$ cat src/mrbe_pkg.sv
package mrbe_pkg;

    localparam logic [1:0] CFG_SYNC_VALUE  = 2'd0;
    localparam logic [1:0] CFG_FIRST_WAIT  = 2'd1;
    localparam logic [1:0] CFG_POLL_WAIT   = 2'd2;

    localparam logic       OP_BYTE = 1'b0;
    localparam logic       OP_TICK = 1'b1;

    localparam logic [7:0] BTN_MASK   = 8'hE0;
    localparam logic [7:0] BTN_MIDDLE = 8'h40;
    localparam logic [7:0] BTN_NONE   = 8'h00;
    localparam logic [7:0] BTN_BOTH   = 8'hA0;

    localparam logic [7:0] SYNC_RESET       = 8'd128;
    localparam logic [7:0] FIRST_WAIT_RESET = 8'd4;
    localparam logic [7:0] POLL_WAIT_RESET  = 8'd2;

    typedef struct packed {
        logic       op;
        logic [7:0] byte_in;
    } in_item_t;

    typedef struct packed {
        logic [7:0] byte_out;
        logic       report_end;
    } out_item_t;

    typedef enum logic [2:0] {
        ST_IDLE,
        ST_DECODE,
        ST_EMIT_FIRST,
        ST_FIX_FLAGS,
        ST_EMIT_LAST
    } state_t;

    typedef struct packed {
        logic accept;
        logic decode;
        logic emit_step;
        logic fix_flags;
    } ctrl_cmd_t;

    typedef struct packed {
        logic report_full;
        logic tick_emit;
        logic dec_two;
        logic dec_emit;
        logic idx_last;
        logic out_free;
    } dp_status_t;

endpackage

$ cat src/mrbe_ctrl.sv
module mrbe_ctrl
    import mrbe_pkg::*;
(
    input  logic       aclk,
    input  logic       aresetn,
    input  logic       s_valid,
    output logic       s_ready,
    input  dp_status_t status,
    output ctrl_cmd_t  cmd
);

    state_t state_reg, state_next;

    always_ff @(posedge aclk) begin
        if (!aresetn) begin
            state_reg <= ST_IDLE;
        end else begin
            state_reg <= state_next;
        end
    end

    always_comb begin
        state_next = state_reg;
        cmd        = '0;
        s_ready    = 1'b0;
        case (state_reg)
            ST_IDLE: begin
                s_ready    = 1'b1;
                cmd.accept = s_valid;
                if (s_valid && status.report_full) begin
                    state_next = ST_DECODE;
                end else if (s_valid && status.tick_emit) begin
                    state_next = ST_EMIT_LAST;
                end
            end
            ST_DECODE: begin
                cmd.decode = 1'b1;
                if (status.dec_two) begin
                    state_next = ST_EMIT_FIRST;
                end else if (status.dec_emit) begin
                    state_next = ST_EMIT_LAST;
                end else begin
                    state_next = ST_IDLE;
                end
            end
            ST_EMIT_FIRST: begin
                cmd.emit_step = status.out_free;
                if (status.out_free && status.idx_last) begin
                    state_next = ST_FIX_FLAGS;
                end
            end
            ST_FIX_FLAGS: begin
                cmd.fix_flags = 1'b1;
                state_next    = ST_EMIT_LAST;
            end
            ST_EMIT_LAST: begin
                cmd.emit_step = status.out_free;
                if (status.out_free && status.idx_last) begin
                    state_next = ST_IDLE;
                end
            end
            default: begin
                state_next = ST_IDLE;
            end
        endcase
    end

endmodule

$ cat src/mrbe_dp.sv
module mrbe_dp
    import mrbe_pkg::*;
#(
    parameter int REPORT_BYTES = 4,
    parameter int FLAGS_INDEX  = 1
) (
    input  logic       aclk,
    input  logic       aresetn,
    input  logic       cfg_we,
    input  logic [1:0] cfg_index,
    input  logic [7:0] cfg_wdata,
    input  in_item_t   s_data,
    input  ctrl_cmd_t  cmd,
    output dp_status_t status,
    output logic       m_valid,
    input  logic       m_ready,
    output out_item_t  m_data
);

    localparam int STORE_DEPTH = (FLAGS_INDEX + 1 > REPORT_BYTES) ? FLAGS_INDEX + 1
                                                                   : REPORT_BYTES;
    localparam int SIW = (STORE_DEPTH > 1) ? $clog2(STORE_DEPTH) : 1;
    localparam int CW  = $clog2(REPORT_BYTES);
    localparam logic [SIW-1:0] FIDX    = SIW'(FLAGS_INDEX);
    localparam logic [CW-1:0]  IDX_END = CW'(REPORT_BYTES - 1);

    logic [7:0]    sync_reg, first_wait_reg, poll_wait_reg;
    logic [7:0]    store_reg [STORE_DEPTH];
    logic [CW-1:0] collected_reg;
    logic [CW-1:0] idx_reg;
    logic [1:0]    pend_reg;
    logic [2:0]    prev_reg;
    logic [2:0]    hold_reg;
    logic [7:0]    count_reg;
    logic          armed_reg;
    logic          m_valid_reg;
    out_item_t     m_data_reg;

    logic [7:0] flags;
    logic [7:0] last_b, nb_raw, nb_dec, nb_fin;
    logic [1:0] pend_dec;
    logic       arm_dec, disarm_dec, two_dec;
    logic       take_byte, expiring;

    assign flags = store_reg[FIDX];

    always_comb begin
        last_b     = {prev_reg, 5'b0};
        nb_raw     = flags & BTN_MASK;
        nb_dec     = (nb_raw == BTN_BOTH) ? BTN_MIDDLE : nb_raw;
        nb_fin     = nb_dec;
        pend_dec   = pend_reg;
        arm_dec    = 1'b0;
        disarm_dec = 1'b0;
        two_dec    = 1'b0;
        if (pend_reg == 2'd0 && last_b != nb_dec) begin
            if (last_b == BTN_MIDDLE && nb_dec != BTN_NONE) begin
                nb_fin = BTN_MIDDLE;
            end else if (last_b == BTN_NONE && nb_dec != BTN_MIDDLE) begin
                arm_dec  = 1'b1;
                pend_dec = 2'd1;
            end
        end else if (pend_reg != 2'd0 && last_b == nb_dec) begin
            if (pend_reg >= 2'd2) begin
                pend_dec   = 2'd0;
                disarm_dec = 1'b1;
            end else begin
                pend_dec = pend_reg + 2'd1;
                arm_dec  = 1'b1;
            end
        end else if (pend_reg != 2'd0) begin
            disarm_dec = 1'b1;
            pend_dec   = 2'd0;
            two_dec    = (nb_dec == BTN_NONE);
        end
    end

    assign take_byte = (s_data.byte_in == sync_reg) || (collected_reg != '0);
    assign expiring  = armed_reg && (count_reg <= 8'd1);

    always_comb begin
        status.report_full = (s_data.op == OP_BYTE) && take_byte && (collected_reg == IDX_END);
        status.tick_emit   = (s_data.op == OP_TICK) && expiring
                             && (pend_reg == 2'd0 || pend_reg >= 2'd2);
        status.dec_two     = two_dec;
        status.dec_emit    = (pend_dec == 2'd0);
        status.idx_last    = (idx_reg == IDX_END);
        status.out_free    = !m_valid_reg || m_ready;
    end

    always_ff @(posedge aclk) begin
        if (!aresetn) begin
            sync_reg       <= SYNC_RESET;
            first_wait_reg <= FIRST_WAIT_RESET;
            poll_wait_reg  <= POLL_WAIT_RESET;
        end else if (cfg_we) begin
            case (cfg_index)
                CFG_SYNC_VALUE: sync_reg       <= cfg_wdata;
                CFG_FIRST_WAIT: first_wait_reg <= cfg_wdata;
                CFG_POLL_WAIT:  poll_wait_reg  <= cfg_wdata;
                default: ;
            endcase
        end
    end

    always_ff @(posedge aclk) begin
        if (!aresetn) begin
            for (int i = 0; i < STORE_DEPTH; i++) begin
                store_reg[i] <= '0;
            end
            collected_reg <= '0;
            pend_reg      <= '0;
            prev_reg      <= '0;
            hold_reg      <= '0;
            count_reg     <= '0;
            armed_reg     <= 1'b0;
        end else begin
            if (cmd.accept && s_data.op == OP_BYTE && take_byte) begin
                store_reg[SIW'(collected_reg)] <= s_data.byte_in;
                collected_reg <= (collected_reg == IDX_END) ? '0 : collected_reg + 1'b1;
            end
            if (cmd.accept && s_data.op == OP_TICK && armed_reg) begin
                if (expiring) begin
                    if (pend_reg == 2'd1) begin
                        pend_reg  <= 2'd2;
                        count_reg <= poll_wait_reg;
                        armed_reg <= 1'b1;
                    end else begin
                        pend_reg  <= 2'd0;
                        count_reg <= '0;
                        armed_reg <= 1'b0;
                    end
                end else begin
                    count_reg <= count_reg - 8'd1;
                end
            end
            if (cmd.decode) begin
                pend_reg <= pend_dec;
                if (arm_dec) begin
                    count_reg <= first_wait_reg;
                    armed_reg <= 1'b1;
                end else if (disarm_dec) begin
                    armed_reg <= 1'b0;
                end
                prev_reg <= nb_fin[7:5];
                hold_reg <= nb_fin[7:5];
                store_reg[FIDX] <= {two_dec ? last_b[7:5] : nb_fin[7:5], flags[4:0]};
            end
            if (cmd.fix_flags) begin
                store_reg[FIDX] <= {hold_reg, flags[4:0]};
            end
        end
    end

    always_ff @(posedge aclk) begin
        if (!aresetn) begin
            idx_reg     <= '0;
            m_valid_reg <= 1'b0;
            m_data_reg  <= '0;
        end else if (cmd.emit_step) begin
            m_valid_reg           <= 1'b1;
            m_data_reg.byte_out   <= store_reg[SIW'(idx_reg)];
            m_data_reg.report_end <= (idx_reg == IDX_END);
            idx_reg               <= (idx_reg == IDX_END) ? '0 : idx_reg + 1'b1;
        end else if (m_ready) begin
            m_valid_reg <= 1'b0;
        end
    end

    assign m_valid = m_valid_reg;
    assign m_data  = m_data_reg;

endmodule

$ cat src/mouse_report_button_emulator.sv
// Mouse report framer with two-button middle emulation. Each received byte or
// timer tick is accepted while the sequencer is idle. A byte that completes a
// report passes through a decode state; a report that is emitted, after decode
// or on an expiring tick, then goes out one byte per cycle through the single
// output register while the sink does not hold m_ready low. A release during a
// pending press emits two reports with a flags-rewrite state between them.
// Input is held off (s_ready low) from decode, or from an emitting tick, until
// the last report byte is loaded into the output register.
module mouse_report_button_emulator
    import mrbe_pkg::*;
#(
    parameter int REPORT_BYTES = 4,
    parameter int FLAGS_INDEX  = 1
) (
    input  logic       aclk,
    input  logic       aresetn,
    input  logic       cfg_we,
    input  logic [1:0] cfg_index,
    input  logic [7:0] cfg_wdata,
    input  logic       s_valid,
    output logic       s_ready,
    input  in_item_t   s_data,
    output logic       m_valid,
    input  logic       m_ready,
    output out_item_t  m_data
);

    ctrl_cmd_t  cmd;
    dp_status_t status;

    mrbe_ctrl u_ctrl (
        .aclk    (aclk),
        .aresetn (aresetn),
        .s_valid (s_valid),
        .s_ready (s_ready),
        .status  (status),
        .cmd     (cmd)
    );

    mrbe_dp #(
        .REPORT_BYTES (REPORT_BYTES),
        .FLAGS_INDEX  (FLAGS_INDEX)
    ) u_dp (
        .aclk      (aclk),
        .aresetn   (aresetn),
        .cfg_we    (cfg_we),
        .cfg_index (cfg_index),
        .cfg_wdata (cfg_wdata),
        .s_data    (s_data),
        .cmd       (cmd),
        .status    (status),
        .m_valid   (m_valid),
        .m_ready   (m_ready),
        .m_data    (m_data)
    );

endmodule
$ cat config.mk
export PLATFORM = sky130hd
export DESIGN_NAME = mouse_report_button_emulator
export DESIGN_NICKNAME = d
export VERILOG_FILES = /design/src/mrbe_pkg.sv /design/src/mrbe_ctrl.sv /design/src/mrbe_dp.sv /design/src/mouse_report_button_emulator.sv
export SDC_FILE = /design/constraint.sdc
export NUM_CORES = 1
export LEC_CHECK = 0
export BUFFER_PORTS_ARGS = -buffer_cell sky130_fd_sc_hd__clkbuf_2
export CORE_ASPECT_RATIO = 1.2
export CORE_MARGIN = 8
export CORE_UTILIZATION = 60
export DETAILED_ROUTE_END_ITERATION = 10
export PLACE_DENSITY = 0.85
export SYNTH_ARGS = -nofsm -noshare
export SYNTH_HDL_FRONTEND = slang
export SYNTH_SLANG_ARGS = --single-unit
$ cat constraint.sdc
create_clock -name aclk -period 7.22 [get_ports aclk]
set_input_delay 0 -clock aclk [delete_from_list [all_inputs] [get_ports aclk]]
set_output_delay 0 -clock aclk [all_outputs]
set_load 0.005 [all_outputs]
; After elaboration in Yosys (flattened, before gate mapping)
; Memory sizes are Yosys's and may differ from the RTL's. A register that Yosys moved wholly into a read port is not among the register bits.
; Cells that the tools add are included.
[classes]
addsub = 4
n_mul = 0
n_eq_ne = 18
reduce_logical = 40
bitwise_logic = 3
shifts = 0
n_mux = 68
div_mod_pow = 0
n_lt_le_gt_ge = 2
[op_table]
columns = op, n
row1 = $mux W8, 11
row2 = $mux W1, 36
row3 = $mux W2, 13
row4 = $mux W3, 7
row5 = $eq A8 B8 Y1, 2
row6 = $logic_and A1 B1 Y1, 16
row7 = $pmux W3 S5, 1
row8 = $reduce_bool A2 Y1, 5
row9 = $eq A3 B2 Y1 const B, 3
row10 = $le A8 B1 Y1 const B, 1
row11 = $logic_not A8 Y1, 1
row12 = $ne A8 B7 Y1 const B, 1
row13 = $ne A8 B8 Y1, 1
row14 = $reduce_and A2 Y1, 4
row15 = $reduce_bool A8 Y1, 1
row16 = $reduce_or A8 Y1, 1
row17 = $sub A8 B1 Y8 const B, 1
row18 = $add A2 B1 Y2 const B, 3
row19 = $eq A2 B2 Y1 const B, 3
row20 = $eq A3 B3 Y1 const B, 2
row21 = $logic_not A2 Y1, 3
row22 = $logic_not A3 Y1, 2
row23 = $eq A2 B1 Y1 const B, 2
row24 = $ne A2 B1 Y1 const B, 2
row25 = 9 further kinds, 13
[totals]
elab_cells = 148
out_inout_bits = 11
reg_bits = 47
input_bits = 24
mem_bits_rw = 32
latch_bits = 0
mem_count = 1
romBits = 0
[memory_table]
columns = name, words, word_bits, read_ports, rd_ports_with_merged_regs, write_ports, line
row1 = u_dp.store_reg, 4, 8, 2, 1, 4, mrbe_dp.sv:28  ; logic [7:0] store_reg [STORE_DEPTH];

; Logic depth before layout (Yosys ltp)
; An unclocked memory read counts as a cell.
[depth]
depth_word = 12
ltp_mapped = 9
mapped_depth_nobuf = 8

; Hierarchy
; From an unflattened synthesis, not the netlist that was laid out.
[unflattened]
cells_unflattened = 424
hier_area_um2 = 4438.0
[modules_own_cells]
columns = mod, area_per_inst_um2, cells_per_inst, instances, seq_area_each_um2
row1 = mrbe_dp, 4209.0, 397, 1, 2001.9
row2 = mrbe_ctrl, 229.0, 27, 1, 60.1

; Least setup slack after synthesis
; OpenSTA, ideal clock, no wires.
[synth_path]
path_kind = register to register
startpoint = register u_ctrl.state_reg[0]
endpoint = memory u_dp.store_reg[1][0] (enable)
setup_time_ns = 0.404
synth_period_minus_slack_ns = 2.695
arrival_ns = 2.291
stages_incl_launch_ff = 6
required_ns = 6.816
setup_slack_ns = 4.525
path_buffers = 1
cell_sequence = dfxtp_1 clkbuf_1 or3_1 inv_1 nand3_1 o311ai_0
[synth_rtl]
columns = item, line
row1 = from (decl), mrbe_ctrl.sv:12  ; state_t state_reg, state_next;
row2 = from (signal assigned), mrbe_ctrl.sv:18  ; state_reg <= state_next;
row3 = to (decl), mrbe_dp.sv:28

==> metrics.md <==
| Metric | Value |
|---|---|
| Area leader, netlist | `dfxtp_1` |
| Grt total ovfl | `0` |
| Area after DPL | `0.00454 mm²` |
| Post_cts resized | `0` |
| GP Congestion | `0.906` |
| Synth Instances | `440` |
| Setup slack, reg-to-reg | `4.09 ns` |
| TritonCTS buffer count | `9` |
| Antenna violations before repair | `0` |
| Hold depth | `2` |
| Largest net degree at the start of global routing | `53` |
| Antenna Violating Nets Remaining | `0` |
| Max FFs per register | `32` |
| Dpl hpwl | `7.12 mm` |
| Total GRT Usage | `approximately a fifth` |
| Core box area | `0.00710 mm²` |
| Most instantiated cells after synthesis | `nor2_1 (78), dfxtp_1 (55), mux2i_1 (39), edfxtp_1 (32), a21oi_1 (27)` |
| Final Hold Vio Count | `0` |
| Syn_area_per_cell | `9.82 µm²` |
| Worst Hold Class | `input port to flop` |
| Vias/cell | `6.19` |
| Worst vdd ir | `roughly 0.00016 V` |
| Synthesized cell area | `about 0.0043 mm²` |
| RR Endpoint | `u_dp.store_reg[0][0]` |
| Crit path kind | `flop to flop` |
| Max Cap Viol | `0` |
| Post-Route M1 WL | `around 4.0 mm` |
| RSZ-0062 raised after global routing | `false` |
| DRT Wirelength | `around 10 mm` |
| #FFs+latches synth | `87` |
| Clk_lat worst skew | `0.36 ns` |
| CTS Hold Buffers Added | `8` |
| Finished Layout Cells | `approximately 570` |
| Wire length on met3 | `593 µm` |
| Top layer in use | `met4` |
| Hold Startpoint | `aresetn` |
| Share of cells above drive strength 1 | `14.0%` |
| Clock tree from TritonCTS | `built` |
| Final Max Slew Viols | `0` |
| Slew @ Worst Pin | `1.24 ns` |
| Setup TNS | `0 ns` |
| Critical path fanouts, max | `11` |
| Global-route wire length before repair | `~16 mm` |
| Largest cells by area after synthesis | `dfxtp_1 (25%), edfxtp_1 (22%), mux2i_1 (9.0%)` |
| Ys async rst share | `0%` |
| Most frequent cell after synthesis | `nor2_1` |
| Die ar. | `a little over 0.01 mm²` |
| Die width | `93.5 µm` |
| Worst-case clock buffer depth | `2` |
| Initial Util | `60.8%` |
| Crit end category | `flop` |
| DRC | `0` |
| Final hold slack | `0.0205 ns` |
| Vias | `3509` |
| Pre-antenna DRT Iters | `5` |
| Outcome | `finished clean` |
| Syn Nets | `approximately 470` |
| Fin crit share | `a little over two fifths` |
| Fin nets | `501` |
| CTS root buf | `clkbuf_8` |
| I/O Pins | `35` |
| R2R depth | `6` |
| Port-buffer cells | `34` |
| Crit path launch type | `flop` |
| Post-CTS setup buffer count | `0` |
| Final instance area | `around 0.0048 mm²` |
| Die height | `~110 µm` |
| Power, Total | `roughly 940 µW` |
| Unique masters post-synth | `50` |
| Area Growth Syn to Fin | `11.1%` |
| Minimum clock period | `about 3.1 ns` |
| Ys flop type | `dfxtp_1` |
| Critical path data required time | `7.25 ns` |
| Worst EP arrival | `between 3 and 4 ns` |
| Hold Path End | `u_dp.poll_wait_reg[1]` |
| Post-Route Skew | `0.00780 ns` |
| Post-synth top area share | `about 25%` |
| P per Cell Area | `about 200 mW/mm²` |
| Final setup viols | `0` |
| H-tree levels | `3` |
| Starting DRC count in detailed routing | `296` |
| Sequential element share of the synthesized area | `47.7%` |
| Drt wl/cell | `17.4 µm` |
| Synth warn | `0` |
| Vias in the first global route | `3450` |
| Rel. slew slack | `roughly 16%` |
| Fillers | `520` |
| Leak | `1.95 nW` |
| Met2 wire len | `4.98 mm` |
| Std cell rows | `34` |
| Total clock sinks | `87` |
| Critical R2R Launch | `u_ctrl.state_reg[2]` |
| Clk slew on worst S/H paths | `0.08 ns` |
| Fmax | `320 MHz` |
| Post-Place Cells | `543` |
| Post-synth EDFFs | `32` |
| Antenna Cells | `0` |
## layout make-up
cell class	instances	area, µm²	area share [%]
flip-flops and latches	87	2060	43.0
inverters	12	45.0	0.938
clock inverters	6	42.5	0.886
well taps	90	113	2.35
multi-input cells	317	2130	44.3
clock buffers	10	138	2.87
repair buffers	45	273	5.68
## through the flow
| step | setup WS (ns) | util, % |
|---|---|---|
| CTS | 4.16 | 67.6 |
| global placement | 4.29 | 63.9 |
| global route | 3.78 | 67.6 |
| floorplan | 4.52 | - |
| detailed placement | 4.15 | 63.9 |
| finish | 4.09 | 67.6 |
## worst max-delay path: stages (launching register included)
cell,delay [ns]
dfxtp_1,0.38
or3_1,0.45
inv_1,0.21
nand2_1,0.10
nor3_1,0.83
nand3_1,0.43
nand2_1,0.40
## kinds of logic after synthesis
kind of cell / share of synthesized area [%]
AOI/OAI and AO/OA: 13.4
and+or+nand+nor: 18.1
muxes: 13.7
adders and majority gates: 1.68
xor gates and xnor gates: 2.23
buffers and inverters: 3.16
DFF: 47.7
## worst max path at each step
stage / startpoint / slack [ns] / end / cells past startpoint
floorplan: u_ctrl.state_reg[0] / 4.52 / u_dp.store_reg[1][0] / 5
global placement: u_ctrl.state_reg[2] / 4.29 / u_dp.store_reg[0][5] / 6
detailed placement: u_ctrl.state_reg[2] / 4.15 / u_dp.store_reg[0][5] / 6
CTS: u_ctrl.state_reg[2] / 4.16 / u_dp.store_reg[0][7] / 6
global route: u_ctrl.state_reg[2] / 3.78 / u_dp.store_reg[2][6] / 6
finish: u_ctrl.state_reg[2] / 4.09 / u_dp.store_reg[0][0] / 6
## layout by cell type, fill, tap and decap left out, drive strengths merged, types with 12 or more instances in the layout
cell	n
mux2i	39
nor3	12
nor2	78
edfxtp	32
dfxtp	55
clkbuf	44
nand2	23
nand3	14
inv	12
a21oi	27
## metal layers
layer | GRT usage [%] | vias to the layer above
met5 | 0 | -
met1 | 21.9 | 1681
met2 | 35.1 | 133
li1 | - | 1670
met4 | 12.1 | 0
met3 | 4.96 | 25
## report_power, final
part           internal [mW]  total, mW  switching, mW
Combinational         0.0423     0.0908         0.0485
Clock                  0.136      0.315          0.179
Sequential             0.523      0.537         0.0140
Total                  0.701      0.942          0.241
No activity file was read; power rests on OpenSTA's default activity.
